==> src/design/bma_pkg.sv <==
`timescale 1ns / 1ps
`default_nettype none
package bma_pkg;

  localparam int MIN_LEVEL    = 3;
  localparam int MAX_LEVEL    = 18;
  localparam int HEADER_BYTES = 16;
  localparam int UNIT_SHIFT   = 6;

  localparam int LEVELS     = MAX_LEVEL + 1;
  localparam int IDX_W      = MAX_LEVEL - MIN_LEVEL;
  localparam int LINK_W     = IDX_W + 1;
  localparam int LV_W       = 5;
  localparam int ADDR_W     = 48;
  localparam int SIZE_W     = 32;
  localparam int FREE_W     = 25;
  localparam int META_W     = LV_W + 2;
  localparam int MIN_SHIFT  = MIN_LEVEL + UNIT_SHIFT;
  localparam int HEAP_SHIFT = MAX_LEVEL + UNIT_SHIFT;

  localparam logic KIND_ALLOC = 1'b0;
  localparam logic KIND_FREE  = 1'b1;

  typedef logic [LV_W-1:0]   lv_t;
  typedef logic [IDX_W-1:0]  idx_t;
  typedef logic [LINK_W-1:0] link_t;
  typedef logic [META_W-1:0] meta_t;

  localparam link_t NIL = link_t'(1) << IDX_W;

  typedef enum logic [4:0] {
    OP_NONE, OP_CLEAR, OP_LOAD, OP_SEARCH, OP_POP_RD, OP_POP_WR, OP_SPLIT,
    OP_ALLOC_FIN, OP_FREE_RD, OP_FREE_MARK, OP_BUD_RD, OP_WALK_INIT, OP_WALK_RD,
    OP_WALK_ADV, OP_UNLINK, OP_MERGE, OP_PUSH, OP_RESULT
  } dp_op_t;

  typedef struct packed {
    dp_op_t op;
    logic   ok;
  } cmd_t;

  typedef struct packed {
    logic clr_last;
    logic kind_free;
    logic alloc_bad;
    logic none_free;
    logic src_gt_lv;
    logic free_bad;
    logic meta_bad;
    logic lv_top;
    logic buddy_bad;
    logic cur_end;
    logic cur_hit;
    logic out_busy;
  } sts_t;

  typedef enum logic [4:0] {
    S_CLEAR, S_IDLE, S_START, S_POP_RD, S_POP_WR, S_SPLIT, S_ALLOC_FIN,
    S_FREE_CHK, S_BUD, S_BUD_CHK, S_WALK_CHK, S_WALK_STEP, S_MERGE, S_PUSH,
    S_RESULT
  } state_t;

endpackage
`default_nettype wire

==> src/design/bma_ctrl.sv <==
`timescale 1ns / 1ps
`default_nettype none
module bma_ctrl (
  input  wire logic          clk,
  input  wire logic          rst,
  input  wire logic          in_valid,
  output logic               in_ready,
  input  wire bma_pkg::sts_t sts,
  output bma_pkg::cmd_t      cmd
);
  import bma_pkg::*;

  state_t state, state_next;
  logic   res_ok, res_ok_next;

  always_ff @(posedge clk) begin
    if (rst) begin
      state  <= S_CLEAR;
      res_ok <= 1'b0;
    end else begin
      state  <= state_next;
      res_ok <= res_ok_next;
    end
  end

  always_comb begin
    state_next  = state;
    res_ok_next = res_ok;
    cmd.op      = OP_NONE;
    cmd.ok      = res_ok;
    in_ready    = 1'b0;
    unique case (state)
      S_CLEAR: begin
        cmd.op = OP_CLEAR;
        if (sts.clr_last) begin
          state_next = S_IDLE;
        end
      end
      S_IDLE: begin
        in_ready = 1'b1;
        if (in_valid) begin
          cmd.op     = OP_LOAD;
          state_next = S_START;
        end
      end
      S_START: begin
        res_ok_next = 1'b0;
        if (sts.kind_free) begin
          if (sts.free_bad) begin
            state_next = S_RESULT;
          end else begin
            cmd.op     = OP_FREE_RD;
            state_next = S_FREE_CHK;
          end
        end else if (sts.alloc_bad || sts.none_free) begin
          state_next = S_RESULT;
        end else begin
          cmd.op     = OP_SEARCH;
          state_next = S_POP_RD;
        end
      end
      S_POP_RD: begin
        cmd.op     = OP_POP_RD;
        state_next = S_POP_WR;
      end
      S_POP_WR: begin
        cmd.op     = OP_POP_WR;
        state_next = S_SPLIT;
      end
      S_SPLIT: begin
        if (sts.src_gt_lv) begin
          cmd.op = OP_SPLIT;
        end else begin
          state_next = S_ALLOC_FIN;
        end
      end
      S_ALLOC_FIN: begin
        cmd.op      = OP_ALLOC_FIN;
        res_ok_next = 1'b1;
        state_next  = S_RESULT;
      end
      S_FREE_CHK: begin
        if (sts.meta_bad) begin
          state_next = S_RESULT;
        end else begin
          cmd.op     = OP_FREE_MARK;
          state_next = S_BUD;
        end
      end
      S_BUD: begin
        if (sts.lv_top) begin
          state_next = S_PUSH;
        end else begin
          cmd.op     = OP_BUD_RD;
          state_next = S_BUD_CHK;
        end
      end
      S_BUD_CHK: begin
        if (sts.buddy_bad) begin
          state_next = S_PUSH;
        end else begin
          cmd.op     = OP_WALK_INIT;
          state_next = S_WALK_CHK;
        end
      end
      S_WALK_CHK: begin
        // A buddy that is not on its list ends the merging.
        if (sts.cur_end) begin
          state_next = S_PUSH;
        end else begin
          cmd.op     = OP_WALK_RD;
          state_next = S_WALK_STEP;
        end
      end
      S_WALK_STEP: begin
        if (sts.cur_hit) begin
          cmd.op     = OP_UNLINK;
          state_next = S_MERGE;
        end else begin
          cmd.op     = OP_WALK_ADV;
          state_next = S_WALK_CHK;
        end
      end
      S_MERGE: begin
        cmd.op     = OP_MERGE;
        state_next = S_BUD;
      end
      S_PUSH: begin
        cmd.op      = OP_PUSH;
        res_ok_next = 1'b1;
        state_next  = S_RESULT;
      end
      S_RESULT: begin
        if (!sts.out_busy) begin
          cmd.op     = OP_RESULT;
          state_next = S_IDLE;
        end
      end
      default: state_next = S_IDLE;
    endcase
  end
endmodule
`default_nettype wire

==> config.mk <==
export PLATFORM = sky130hd
export DESIGN_NAME = bma_ctrl
export DESIGN_NICKNAME = d
export VERILOG_FILES = /design/src/design/bma_pkg.sv /design/src/design/bma_ctrl.sv
export SDC_FILE = /design/constraint.sdc
export NUM_CORES = 1
export LEC_CHECK = 0
export CORE_UTILIZATION = 40
export CTS_BUF_LIST = sky130_fd_sc_hd__clkbuf_4
export CTS_CLUSTER_DIAMETER = 100
export CTS_CLUSTER_SIZE = 16
export DETAILED_ROUTE_END_ITERATION = 8
export DONT_BUFFER_PORTS = 1
export PLACE_DENSITY = 0.59
export SLEW_MARGIN = 20
export SYNTH_ARGS = -nofsm -noshare
export SYNTH_HDL_FRONTEND = slang
export SYNTH_SLANG_ARGS = --single-unit
==> constraint.sdc <==
create_clock -name clk -period 1.8 [get_ports clk]
set_clock_uncertainty 0.2 [all_clocks]
set_input_delay 0.36 -clock clk [delete_from_list [all_inputs] [get_ports clk]]
set_output_delay 0.36 -clock clk [all_outputs]
set_load 0.05 [all_outputs]
==> impl_metrics.json <==
{
  "grt_max_degree": 23,
  "p_sw_uw": 633,
  "grt_pass1_vias": 811,
  "clk_pin_slew_ns": 0.06,
  "grt_pass1_wl_mm": 3.88,
  "drtPass1Iterations": 6,
  "synth_area_leaders": "dfxtp_1 13%, o21ai_0 6.6%, a21oi_1 4.6%",
  "dp_cells": 149,
  "cp.arrival_ns": 1.62,
  "ys_ff_latch": 5,
  "worstHoldStart": "rst",
  "cts_tree": "yes",
  "path_max_fanout": 2,
  "syn_to_final_growth_pct": 51.3,
  "swShare_pct": 45.6,
  "num_rows": 15,
  "antennaDiodeCount": 0,
  "max_slew_margin_pct": 63.1,
  "vias": 942,
  "status": "finished, violations left",
  "worstReg2RegStart": "state[3]$_SDFFE_PP0P_",
  "synth-edff-count": 0,
  "ys.flop_type": "dfxtp_1",
  "dieArea_mm2": 0.00207,
  "syn_area_um2": 756,
  "fin_crit_sh_pct": 121,
  "avgViaCountPerCell": 6.12,
  "power.leakage_uw": 0.000419,
  "grt_usage_pct": 26.0,
  "nNetsFinal": 145,
  "synthTopCellsByCount": "10 x o21ai_0, 8 x nand2_1, 8 x nor2_1",
  "final_cells": 154,
  "post-route-min-period_ns": 2.18,
  "pin_count": 22,
  "yosys.area.top_type": "dfxtp_1",
  "antenna_found_initial": 0,
  "maxSlewViolCount": 0,
  "rsz0062_at_grt": "yes",
  "cts_max_path_buffers": 2,
  "coreArea_mm2": 0.00175,
  "cts-root-buf": "clkbuf_4",
  "violations": "negative setup slack",
  "path_class": "reg -> out",
  "gp_congestion": 0.869,
  "die_w_um": 45.5,
  "worst_pin_slew_ns": 0.552,
  "syn_area_per_cell_um2": 7.13,
  "drtIter0Drc": 30,
  "worst_slack_ns": -0.382,
  "drive_gt1_share_pct": 40.3,
  "overflow": 0,
  "pwr-share-clk_pct": 11.5,
  "max_freq_ghz": 0.458,
  "p_int_uw": 756,
  "dieHeight_um": 45.5,
  "clock_sinks": 5,
  "yosysMostFrequentCell": "o21ai_0",
  "drc": 0,
  "holdPathStages": 1,
  "cts_max_level": 1,
  "seq_area_frac_synth_pct": 13.2,
  "cts_buffers": 3,
  "cts_setup_buffers": 0,
  "postSynthCellCount": 106,
  "fillers": 152,
  "cap_violations": 0,
  "antenna_left": 0,
  "end_kind": "output port",
  "min_path_type": "in -> reg",
  "reg2reg_to": "state[2]$_SDFFE_PP0P_",
  "ys_types": 45,
  "min_to": "state[0]$_SDFFE_PP0P_",
  "portBuffers": 0,
  "routedWlPerCell_um": 16.0,
  "pwr_density_cell_mw_per_mm2": 1210,
  "synth_warnings": 0,
  "worstSetupStartpointType": "flop",
  "hold_violations": 0,
  "start_util_pct": 43.3,
  "routed_wl_mm": 2.47,
  "clk_latency_ns": 0.26,
  "setup_viol": 6,
  "ir_drop_mv": 1.14,
  "p_comb_share_pct": 76.6,
  "crit_required_ns": 1.24,
  "p_seq_share_pct": 12.0,
  "holdWs_ns": 0.0369,
  "async_reset_ff_share_pct": 0,
  "r2r_setup_slack_ns": 0.05,
  "syn_nets": 121,
  "rr_worst_depth": 7,
  "dp_hpwl_mm": 1.75,
  "synth_top_area_share_pct": 13.2
}
state kept, by name (all words and copies together) (netlist names):
register,flops
state,4
res_ok,1
what timing repair did:
| action | 4_1_cts | 5_1_grt |
|---|---|---|
| setup endpoints to repair | 6 | 7 |
| hold buffers | 1 | 0 |
| resized for setup | 9 | 8 |
| pin swaps | 2 | 3 |
| endpoints found under the hold margin | 4 | 0 |
critical path, cell delays in order (launching register included):
cell and delay [ns]:
dfxtp_2 0.35, mux2_4 0.29, or4_4 0.43, o2111ai_2 0.12
buf_12 0.17
cells by family (layout without fill, tap and decap cells):
| family | count (synthesis) | after routing | synth area share [%] |
|---|---|---|---|
| XOR/XNOR | 1 | 1 | 1.16 |
| flip-flops | 5 | 5 | 13.2 |
| AO/OA/AOI/OAI | 37 | 37 | 33.3 |
| multiplexers | 2 | 2 | 2.81 |
| buffers and inverters | 14 | 37 | 11.8 |
| AND/OR/NAND/NOR | 47 | 47 | 37.7 |
power by group through the flow:
stage / logic (uW) / clock network, uW / registers, uW
after floorplan: 659 / 0 / 157
after global placement: 988 / 0 / 159
after detailed placement: 998 / 0 / 161
after CTS: 1020 / 161 / 162
after global routing: 1130 / 168 / 168
final: 1060 / 159 / 166
layer usage:
layer / GRT usage, % / part of all wire [%] / up-vias
li1: - / - / 441
met1: 35.6 / 43 / 450
met2: 40.9 / 49 / 49
met3: 8.33 / 7.3 / 2
met4: 3.03 / 0.57 / 0
met5: 0 / 0 / -
layout make-up:
class	count	area, um2	share of cell area, %
Sequential cell	5	110	9.63
Timing Repair Buffer	29	330	28.9
Inverter	4	15.0	1.31
Multi-Input combinational cell	87	627	54.8
Tap cell	25	31.3	2.74
Clock buffer	4	30.0	2.63
cells in the final DEF, fill, tap and decap left out, types with 3 or more instances in the layout:
| cell | synthesis | layout |
|---|---|---|
| nor2b_1 | 4 | 4 |
| a31oi_1 | 4 | 4 |
| buf_12 | 0 | 7 |
| nor3_1 | 4 | 3 |
| nand2b_1 | 4 | 4 |
| o21ai_0 | 10 | 8 |
| clkbuf_4 | 0 | 4 |
| nor2_1 | 8 | 8 |
| buf_4 | 2 | 16 |
| inv_1 | 3 | 3 |
| o21a_1 | 3 | 3 |
| buf_6 | 3 | 4 |
| a21oi_1 | 7 | 5 |
| nand2_1 | 8 | 8 |
stage by stage:
| step | total power, uW | TNS (ns) | area (um2) | worst slack (ns) | utilization [%] |
|---|---|---|---|---|---|
| 6_report | 1390 | -1.48 | 1140 | -0.382 | 65.5 |
| 5_1_grt | 1460 | -1.77 | 1140 | -0.416 | 65.5 |
| 4_1_cts | 1350 | -1.57 | 1110 | -0.375 | 63.8 |
| 3_5_place_dp | 1160 | -0.205 | 1040 | -0.0918 | 59.8 |
| 3_3_place_gp | 1150 | -0.180 | 1040 | -0.0867 | 59.8 |
| 2_1_floorplan | 816 | -0.305 | 811 | -0.217 | - |
worst max path at each step:
stage / slack, ns / startpoint / depth (start not counted) / to
detailed placement: -0.09 / state[0]$_SDFFE_PP0P_ / 4 / cmd[4]
floorplan: -0.22 / state[1]$_SDFFE_PP0P_ / 4 / cmd[2]
CTS: -0.38 / state[0]$_SDFFE_PP0P_ / 4 / cmd[4]
finish: -0.38 / state[0]$_SDFFE_PP0P_ / 4 / cmd[4]
global placement: -0.09 / sts[4] / 4 / cmd[4]
global route: -0.42 / state[0]$_SDFFE_PP0P_ / 4 / cmd[2]
(Power assumes the default switching activity.)
